--- config.mk ---
export PLATFORM = sky130hd
export DESIGN_NAME = hashed_block_buffer_cache
export DESIGN_NICKNAME = d
export VERILOG_FILES = /design/src/hw/rtl/hbbc_pkg.sv /design/src/hw/rtl/hashed_block_buffer_cache.sv /design/src/hw/rtl/hbbc_mod13.sv /design/src/hw/rtl/hbbc_scan.sv
export SDC_FILE = /design/constraint.sdc
export NUM_CORES = 2
export LEC_CHECK = 0
export BUFFER_PORTS_ARGS = -buffer_cell sky130_fd_sc_hd__buf_2
export CORE_MARGIN = 10
export CORE_UTILIZATION = 55
export CTS_CLUSTER_DIAMETER = 50
export DETAILED_ROUTE_END_ITERATION = 10
export GPL_TIMING_DRIVEN = 0
export HOLD_SLACK_MARGIN = 0.15
export PLACE_DENSITY = 0.82
export SETUP_SLACK_MARGIN = 0.15
export SYNTH_ARGS = -nofsm -noshare
export SYNTH_HDL_FRONTEND = slang
export SYNTH_SLANG_ARGS = --single-unit
--- constraint.sdc ---
create_clock -name clk -period 11.9 [get_ports clk]
set_input_delay 2.38 -clock clk [delete_from_list [all_inputs] [get_ports clk]]
set_output_delay 2.38 -clock clk [all_outputs]
set_load 0.02 [all_outputs]
--- src/hw/rtl/hbbc_pkg.sv ---
package hbbc_pkg;

  localparam int NumBuffers = 32;
  localparam int NumBuckets = 13;
  localparam int IdxW = $clog2(NumBuffers);
  localparam int BktW = 4;

  localparam logic [2:0] KIND_GET     = 3'd0;
  localparam logic [2:0] KIND_RELEASE = 3'd1;
  localparam logic [2:0] KIND_PIN     = 3'd2;
  localparam logic [2:0] KIND_UNPIN   = 3'd3;
  localparam logic [2:0] KIND_TICK    = 3'd4;

  localparam logic [1:0] ST_OK     = 2'd0;
  localparam logic [1:0] ST_NOFREE = 2'd1;
  localparam logic [1:0] ST_RANGE  = 2'd2;

  typedef struct packed {
    logic [2:0]  kind;
    logic [7:0]  device;
    logic [31:0] block_number;
    logic [4:0]  buffer_index;
  } req_t;

  typedef struct packed {
    logic [1:0] status;
    logic [4:0] granted_index;
    logic       needs_fill;
    logic       was_hit;
  } rsp_t;

  // one entry as seen by the scan unit
  typedef struct packed {
    logic [BktW-1:0] bucket;
    logic [7:0]      device;
    logic [31:0]     block;
    logic            free;
    logic [31:0]     last_free;
  } scan_ent_t;

  // scan unit result
  typedef struct packed {
    logic            hit;
    logic [IdxW-1:0] hit_idx;
    logic [NumBuckets-1:0] has_free;
    logic [NumBuckets-1:0][IdxW-1:0] free_idx;
  } scan_res_t;

endpackage

--- src/hw/rtl/hashed_block_buffer_cache.sv ---
// Buffer cache tag table. One command at a time: start is taken while busy is
// low, and exactly one result strobe follows. Release, pin, unpin and tick
// strobe their result from S_SIMPLE, the state after the transfer, and a new
// command can be taken in the same cycle as that strobe. A get strobes from
// S_GRANT on a hit or when a free buffer is found, and from S_PICK when none
// is free after the victim search walks all 13 buckets: a digit-serial mod-13
// unit computes the bucket, the scan is launched, a one-entry-per-cycle scan
// walks the entries, its result is collected, then on a miss S_PICK steps
// through buckets from the home bucket. Results cannot be stalled.
module hashed_block_buffer_cache (
  input  logic clk,
  input  logic rst,
  input  logic start,
  input  hbbc_pkg::req_t req,
  output logic busy,
  output logic result_valid,
  output hbbc_pkg::rsp_t result
);
  localparam int N = hbbc_pkg::NumBuffers;
  localparam int IW = hbbc_pkg::IdxW;
  localparam int BW = hbbc_pkg::BktW;

  typedef enum logic [2:0] {S_IDLE, S_SIMPLE, S_MOD, S_SCAN, S_PICK, S_GRANT} state_t;
  state_t state;

  logic [7:0]  dev_m  [N];
  logic [31:0] blk_m  [N];
  logic [7:0]  refs   [N];
  logic [BW-1:0] bkt  [N];
  logic [N-1:0] loaded;
  logic [31:0] lastf  [N];
  logic [31:0] time_now;

  hbbc_pkg::req_t r;
  logic [BW-1:0] home, cur;
  logic [IW-1:0] pick;
  logic hit_r;

  logic mod_go, mod_done, scan_go, scan_done;
  logic [BW-1:0] rem;
  logic [IW-1:0] sidx;
  hbbc_pkg::scan_ent_t ent;
  hbbc_pkg::scan_res_t sres;

  assign busy = (state != S_IDLE);
  assign mod_go = start && !busy && req.kind == hbbc_pkg::KIND_GET;

  always_comb begin
    ent.bucket = bkt[sidx];
    ent.device = dev_m[sidx];
    ent.block = blk_m[sidx];
    ent.free = (refs[sidx] == 8'd0);
    ent.last_free = lastf[sidx];
  end

  hbbc_mod13 u_mod (.clk, .rst, .go(mod_go), .value(req.block_number),
    .done(mod_done), .rem);
  hbbc_scan u_scan (.clk, .rst, .go(scan_go), .home, .device(r.device),
    .block(r.block_number), .ent, .idx(sidx), .done(scan_done), .res(sres));

  assign scan_go = mod_done;

  always_ff @(posedge clk) begin
    result_valid <= 1'b0;
    if (rst) begin
      state <= S_IDLE;
      time_now <= '0;
      loaded <= '0;
      for (int i = 0; i < N; i++) begin
        dev_m[i] <= '0; blk_m[i] <= '0; refs[i] <= '0; bkt[i] <= '0; lastf[i] <= '0;
      end
    end else begin
      case (state)
        S_IDLE: if (start) begin
          r <= req;
          state <= (req.kind == hbbc_pkg::KIND_GET) ? S_MOD : S_SIMPLE;
        end
        S_SIMPLE: begin
          result.granted_index <= '0;
          result.needs_fill <= 1'b0;
          result.was_hit <= 1'b0;
          result_valid <= 1'b1;
          state <= S_IDLE;
          case (r.kind)
            hbbc_pkg::KIND_PIN: begin
              if (refs[r.buffer_index] == 8'hFF) begin
                result.status <= hbbc_pkg::ST_RANGE;
              end else begin
                result.status <= hbbc_pkg::ST_OK;
                refs[r.buffer_index] <= refs[r.buffer_index] + 8'd1;
              end
            end
            hbbc_pkg::KIND_RELEASE, hbbc_pkg::KIND_UNPIN: begin
              if (refs[r.buffer_index] == 8'd0) begin
                result.status <= hbbc_pkg::ST_RANGE;
              end else begin
                result.status <= hbbc_pkg::ST_OK;
                refs[r.buffer_index] <= refs[r.buffer_index] - 8'd1;
                if (r.kind == hbbc_pkg::KIND_RELEASE && refs[r.buffer_index] == 8'd1)
                  lastf[r.buffer_index] <= time_now;
              end
            end
            hbbc_pkg::KIND_TICK: begin
              result.status <= hbbc_pkg::ST_OK;
              time_now <= time_now + 32'd1;
            end
            default: result.status <= hbbc_pkg::ST_OK;
          endcase
        end
        S_MOD: if (mod_done) begin
          home <= rem;
          state <= S_SCAN;
        end
        S_SCAN: if (scan_done) begin
          cur <= home;
          hit_r <= sres.hit;
          pick <= sres.hit_idx;
          state <= sres.hit ? S_GRANT : S_PICK;
        end
        S_PICK: begin
          if (sres.has_free[cur]) begin
            pick <= sres.free_idx[cur];
            state <= S_GRANT;
          end else if ((cur == BW'(hbbc_pkg::NumBuckets - 1) ? BW'(0) : cur + BW'(1))
                       == home) begin
            result <= '{hbbc_pkg::ST_NOFREE, 5'd0, 1'b0, 1'b0};
            result_valid <= 1'b1;
            state <= S_IDLE;
          end else begin
            cur <= (cur == BW'(hbbc_pkg::NumBuckets - 1)) ? BW'(0) : cur + BW'(1);
          end
        end
        S_GRANT: begin
          result_valid <= 1'b1;
          state <= S_IDLE;
          if (hit_r && refs[pick] == 8'hFF) begin
            result <= '{hbbc_pkg::ST_RANGE, 5'd0, 1'b0, 1'b0};
          end else begin
            result <= '{hbbc_pkg::ST_OK, 5'(pick), hit_r ? !loaded[pick] : 1'b1, hit_r};
            loaded[pick] <= 1'b1;
            if (hit_r) refs[pick] <= refs[pick] + 8'd1;
            else begin
              refs[pick] <= 8'd1;
              bkt[pick] <= home;
              dev_m[pick] <= r.device;
              blk_m[pick] <= r.block_number;
            end
          end
        end
        default: state <= S_IDLE;
      endcase
    end
  end

`ifndef NO_ASSERTIONS
  a_strobe_ends: assert property (@(posedge clk) disable iff (rst)
    result_valid |-> !busy) else $error("strobe while busy");
  a_no_accept_busy: assert property (@(posedge clk) disable iff (rst)
    (state == S_SCAN) |-> busy) else $error("scan while idle");
  a_one_result: assert property (@(posedge clk) disable iff (rst)
    result_valid |=> !result_valid) else $error("double result");
`endif
endmodule

--- src/hw/rtl/hbbc_mod13.sv ---
// Block number mod 13, one 4-bit digit per cycle, MSB first.
module hbbc_mod13 (
  input  logic        clk,
  input  logic        rst,
  input  logic        go,
  input  logic [31:0] value,
  output logic        done,
  output logic [hbbc_pkg::BktW-1:0] rem
);
  logic [31:0] shreg;
  logic [3:0]  cnt;
  logic        run;
  logic [7:0]  acc;
  logic [7:0]  red;

  // acc < 16 * NumBuckets, so four compare-and-subtract steps reduce it
  always_comb begin
    acc = {rem, 4'b0} + {4'b0, shreg[31:28]};
    red = acc;
    if (red >= 8'(hbbc_pkg::NumBuckets * 8)) red = red - 8'(hbbc_pkg::NumBuckets * 8);
    if (red >= 8'(hbbc_pkg::NumBuckets * 4)) red = red - 8'(hbbc_pkg::NumBuckets * 4);
    if (red >= 8'(hbbc_pkg::NumBuckets * 2)) red = red - 8'(hbbc_pkg::NumBuckets * 2);
    if (red >= 8'(hbbc_pkg::NumBuckets)) red = red - 8'(hbbc_pkg::NumBuckets);
  end

  always_ff @(posedge clk) begin
    done <= 1'b0;
    if (rst) begin
      run <= 1'b0;
      cnt <= '0;
      rem <= '0;
    end else if (go) begin
      run <= 1'b1;
      cnt <= 4'd8;
      rem <= '0;
      shreg <= value;
    end else if (run) begin
      rem <= red[hbbc_pkg::BktW-1:0];
      shreg <= {shreg[27:0], 4'b0};
      cnt <= cnt - 4'd1;
      if (cnt == 4'd1) begin
        run <= 1'b0;
        done <= 1'b1;
      end
    end
  end
endmodule

--- src/hw/rtl/hbbc_scan.sv ---
// Walks the entries one per cycle: first match in home bucket, and per bucket
// the oldest free entry (lowest index on ties).
module hbbc_scan (
  input  logic clk,
  input  logic rst,
  input  logic go,
  input  logic [hbbc_pkg::BktW-1:0] home,
  input  logic [7:0]  device,
  input  logic [31:0] block,
  input  hbbc_pkg::scan_ent_t ent,
  output logic [hbbc_pkg::IdxW-1:0] idx,
  output logic done,
  output hbbc_pkg::scan_res_t res
);
  logic run;
  logic [hbbc_pkg::NumBuckets-1:0][31:0] best;

  always_ff @(posedge clk) begin
    done <= 1'b0;
    if (rst) begin
      run <= 1'b0;
      idx <= '0;
    end else if (go) begin
      run <= 1'b1;
      idx <= '0;
      res.hit <= 1'b0;
      res.hit_idx <= '0;
      res.has_free <= '0;
      res.free_idx <= '0;
    end else if (run) begin
      if (ent.bucket == home && ent.device == device && ent.block == block
          && !res.hit) begin
        res.hit <= 1'b1;
        res.hit_idx <= idx;
      end
      // only the entry's own bucket can change
      if (ent.free && (!res.has_free[ent.bucket] || ent.last_free < best[ent.bucket]))
      begin
        res.has_free[ent.bucket] <= 1'b1;
        res.free_idx[ent.bucket] <= idx;
        best[ent.bucket] <= ent.last_free;
      end
      idx <= idx + hbbc_pkg::IdxW'(1);
      if (idx == hbbc_pkg::IdxW'(hbbc_pkg::NumBuffers - 1)) begin
        run <= 1'b0;
        done <= 1'b1;
      end
    end
  end
endmodule

Word-level counts from Yosys, hierarchy flattened
Memories as Yosys holds them, arrays and structs flattened. A register that Yosys moved wholly into a read port is not among the register bits.
Cells that the tools add are included.
{ "totals": {"regBits": 688, "latchBits": 0, "mem_bits_rw": 2688, "mem_bits_ro": 0, "inputBits": 51, "output_inout_bits": 11, "word_cells": 294, "mem_count": 5} }
{ "memory_table": {"columns": ["memory", "depth", "word_bits", "read_ports", "rd_ports_with_merged_regs", "wr", "line_no", "rtl"], "rows": [
  ["blk_m", 32, 32, 1, 1, 32, "hashed_block_buffer_cache.sv:27", "logic [31:0] blk_m [N];"],
  ["lastf", 32, 32, 1, 1, 32, "hashed_block_buffer_cache.sv:31", "logic [31:0] lastf [N];"],
  ["dev_m", 32, 8, 1, 1, 32, "hashed_block_buffer_cache.sv:26", "logic [7:0] dev_m [N];"],
  ["refs", 32, 8, 3, 3, 32, "hashed_block_buffer_cache.sv:28", "logic [7:0] refs [N];"],
  ["bkt", 32, 4, 1, 1, 32, "hashed_block_buffer_cache.sv:29", "logic [BW-1:0] bkt [N];"]
]} }
{ "op_classes": {"n_addsub": 12, "multipliers": 0, "div": 0, "n_lt_le_gt_ge": 10, "eq_ne": 27, "shifts": 0, "muxes": 126, "bitwise": 9, "reduce_logical": 51} }
{ "ops": {"columns": ["op", "count"], "rows": [
  ["$bwmux W416", 1],
  ["$mux W32", 6],
  ["$bmux W32 S4", 1],
  ["$demux W32 S4", 1],
  ["$mux W5", 22],
  ["$mux W84", 1],
  ["$mux W78", 1],
  ["$bwmux W65", 1],
  ["$mux W8", 8],
  ["$reduce_or A32 Y1", 2],
  ["$mux W1", 51],
  ["$add A32 B1 Y32 const B", 1],
  ["$eq A32 B32 Y1", 1],
  ["$lt A32 B32 Y1", 1],
  ["$mux W4", 8],
  ["$or A32 B32 Y32", 1],
  ["$mux W9", 3],
  ["$pmux W9 S3", 1],
  ["$reduce_or A8 Y1", 3],
  ["$bmux W5 S4", 1],
  ["$demux W5 S4", 1],
  ["$add A8 B1 Y8 const B", 2],
  ["$eq A8 B8 Y1 const B", 2],
  ["$logic_not A8 Y1", 2],
  ["other kinds (57)", 113]
]} }

Depth between registers and ports, before layout
{ "logic_depth": {"ltp_word": 10, "depth_mapped": 29, "ltp_nobuf": 21} }

Modules after synthesis
A second synthesis with hierarchy kept.
{ "unflattened": {"cells_unflattened": 9695, "area_unflattened_um2": 155429.1} }
{ "modules_own_cells": {"columns": ["mod", "instances", "cells_each", "area_per_inst_um2", "seq_area_each_um2"], "rows": [
  ["hashed_block_buffer_cache", 1, 8281, 131610.0, 84411.0],
  ["hbbc_scan", 1, 1175, 21214.1, 15154.5],
  ["hbbc_mod13", 1, 239, 2605.0, 1161.1]
]} }

Worst setup path after synthesis
No wires, ideal clock.
{ "synth_timing": {"path_type": "flip-flop to flip-flop", "startpoint": "register with a tool-made name", "endpoint": "register u_scan.res[0] (netlist bit) (enable)", "setup_ps": 629, "arrival_ps": 11123, "required_ps": 11271, "path_slack_ps": 147, "stages_incl_launch_ff": 24, "n_path_buf": 9, "period_less_slack_ps": 11753, "path_cell_list": "dfxtp_1 buf_6 buf_8 buf_6 buf_6 buf_4 buf_4 buf_4 buf_2 buf_1 mux4_2 mux4_2 mux2_2 ha_1 a21o_1 a21o_1 a211oi_1 o21ai_0 o221a_2 nor2_1 nand4b_1 a311oi_2 a31oi_2 o31ai_1"} }
{ "synth_lines": {"columns": ["element", "line_no", "rtl"], "rows": [
  ["to (decl)", "hbbc_scan.sv:13", "output hbbc_pkg::scan_res_t res"]
]} }

==> results.yml <==
synth:
  yosys.area.top_type: "edfxtp_1"
  synth_seq_cells: 3391
  synth_top_family_by_area: "multiplexers"
  synthAdderAreaFrac_pct: 0.370
  synth_top_cells_by_count: "edfxtp_1, and2_1, mux4_2"
  ys_seq_area_share_pct: 64.9
  synth-xor-area-share_pct: 0.552
  synth-compound-area-share_pct: 2.25
  avgSynthCellArea_um2: 15.5
  yosys.area_share.simple_pct: 13.8
  synth_area_um2: 155000
  ys.flop_type: "edfxtp_1"
  syn-num-nets: 10100
  synth_top_cell_area_share_pct: 63.6
  synthMuxAreaShare_pct: 15.6
  synth_warnings: 0
  synth-edff-count: 3291
  synth_cell_type_count: 85
  synth.area.top_cells: "edfxtp_1, mux4_2, and2_1"
  async_flop_share_pct: 0
  synth_most_common_cell: "edfxtp_1"
  syn_inst: 10000
clock_tree:
  cts_buffers: 374
  clkSinkCount: 3391
  cts_root_buf: "clkbuf_16"
  clockBufferDepth: 4
  holdBufCountCts: 0
  insertion_delay_ps: 1000
  path_clk_slew_ps: 60
  cts_resized: 0
  postCtsSetupBuffers: 0
  tritoncts: "built"
  cts_max_level: 5
worst_setup_path:
  max_stage_delay_ps: 940
  critPathKind: "reg2reg"
  r2r_slack_ps: 50
  end_kind: "register"
  crit_slowest_cell: "clkbuf_1"
  reg2reg_to: "u_scan.best[184]$_DFFE_PP_"
  reg2regPathDepth: 24
  crit_arrival_ps: 12420
  cp.required_ps: 12470
  cp_max_fo: 32
  crit_chain: "buf_2 > buf_4 > buf_4 > buf_2 > clkbuf_1 > buf_2 > buf_2 > clkbuf_2 > clkbuf_1 > mux4_2 > mux4_2 > mux2_2 > ha_1 > a21oi_1 > nor2b_1 > o21ai_0 > nand2b_1 > a2111oi_0 > nand4b_1 > a311oi_2 > a31oi_2 > nor4b_4 > buf_4 > and2_2"
  cp-start-kind: "register"
  worst_path_most_repeated_cell: "buf_2"
timing:
  finalMaxSlewViolations: 124
  period_needed_ps: 11850
  slew_headroom_pct: -10.0
  hold_viol: 0
  rsz0062_at_grt: "no"
  setup_viol: 0
  setup_ws_ps: 45.2
  worst_pin_slew_ps: 1640
  timing.fmax_ghz: 0.0844
  finalCritPeriodShare_pct: 99.6
  skew_ps: 92.4
global_routing:
  grt.total_usage_pct: 33.2
  grt_overflow: 0
  grt_pass1_wl_um: 717000
  antenna_found_initial: 52
  grt_max_degree: 39
  grt_pass1_vias: 98800
min_path:
  hold_class: "reg2reg"
  hold_start: "loaded[6]$_SDFFE_PP0P_"
  whs_endpoint: "loaded[6]$_SDFFE_PP0P_"
  min_path_cells: 2
detailed_routing:
  vias: 99300
  wl_um: 514000
  viasPerCell: 6.80
  drc_errors: 0
  drtIter0Drc: 16900
  first_pass_iters: 10
  wire_per_inst_um: 35.2
  drtAntennaViolNets: 0
power:
  ir_worst_vdd_mv: 0.125
  p_leak_nw: 60.3
  power_w: 0.0269
  power_density_nw_per_um2: 154
die:
  ioPinCount: 62
  start_util_pct: 55.2
  die_w_um: 552
  dieHeight_um: 552
  coreArea_um2: 282000
  die_area_um2: 304000
  rows: 195
final_layout:
  nets: 10600
  final_cells: 14600
  final_util_pct: 61.8
  drive_gt1_share_pct: 18.5
  area_delta_synth_final_pct: 12.1
flow_run:
  timing.max_cap.violations: 13
place:
  place_inst: 13900
  place.port_buffers: 60
  dpl.hpwl_um: 348000
  dp_slack_ps: 778
  place.gp.congestion: 1.03
status:
  violations: "capacitance limit, slew limit"
  status: "complete, but fails checks"
-- cell families after synthesis --
logic type	Yosys count
adders and majority gates	46
xor gates and xnor gates	98
buffers and inverters	976
AOI/OAI and AO/OA	508
muxes	1257
DFF	3391
and+or+nand+nor	3738
-- how the worst max path moves through the flow --
stage / startpoint / to / cells past startpoint
2_1_floorplan: register / u_scan.res[0]$_SDFFCE_PP0P_ / 23
3_3_place_gp: register / u_scan.res[31]$_SDFFCE_PP0P_ / 21
3_5_place_dp: register / u_scan.best[253]$_DFFE_PP_ / 24
4_1_cts: register / u_scan.best[184]$_DFFE_PP_ / 24
5_1_grt: register / u_scan.best[191]$_DFFE_PP_ / 24
6_report: register / u_scan.best[184]$_DFFE_PP_ / 24
-- area by class of cell --
class / instances / area, um^2
Clock buffer: 473 / 9980
Buffer: 901 / 3790
Inverter: 75 / 284
Multi-Input combinational cell: 5647 / 50800
Timing Repair Buffer: 121 / 1550
Tap cell: 3743 / 4680
Sequential cell: 3391 / 101000
Antenna cell: 47 / 118
Fill cell: 19200 / 108000
Clock inverter: 213 / 2190
-- sequential cells by signal (all words and copies together), names as in the netlist, 48 cells and up, named ones only --
name         cells
blk_m         1024
lastf         1024
u_scan.best    416
dev_m          256
refs           256
bkt            128
u_scan.res      84
r               48
-- layer usage --
metal / up-vias / routed length (um) / track usage (%)
met5: - / 512 / 0.554
met4: 44 / 44800 / 22.5
met3: 2267 / 77400 / 11.1
met2: 9097 / 233000 / 51.4
met1: 49400 / 159000 / 39.5
li1: 38500 / - / -
-- critical path: cells and delay by family (launching register included) --
kind	cells	cell delay, ps
compound gates	5	1780
fa+ha+maj	1	390
buf+inv	10	5520
flops	1	300
mux	3	1500
simple gates	5	1750
-- power by group --
group          internal, W  switching, W
sequential          0.0134      0.000171
combinational     0.000486       0.00121
clock              0.00647       0.00512
total               0.0204       0.00650
-- cell usage in the layout, fill, tap and decap left out, types with 34 or more instances in the layout --
master	n
edfxtp_1	3291
mux2_2	90
clkinv_1	58
nand3_1	70
nor2b_1	92
nor2_1	463
clkbuf_1	751
buf_1	51
or2_2	44
a21oi_1	136
ha_1	46
a211oi_1	72
nand2b_1	58
buf_2	183
and2_1	2416
inv_1	71
o21ai_0	41
xor2_1	41
nor3_1	74
nand2_1	280
dfxtp_1	100
xnor2_1	57
o211ai_1	37
diode_2	47
mux2i_1	243
a221oi_1	34
clkinv_2	53
clkbuf_16	381
mux4_2	924
o22ai_1	41
nor4_1	59
-- stage by stage --
step / hold slack (ps) / cell area (um^2) / setup TNS [ps]
2_1_floorplan: 429 / 155000 / 0
3_3_place_gp: 456 / 160000 / -699560
3_5_place_dp: 467 / 162000 / 0
4_1_cts: 475 / 174000 / 0
5_1_grt: 493 / 174000 / 0
6_report: 479 / 174000 / 0
(Power assumes the default switching activity.)
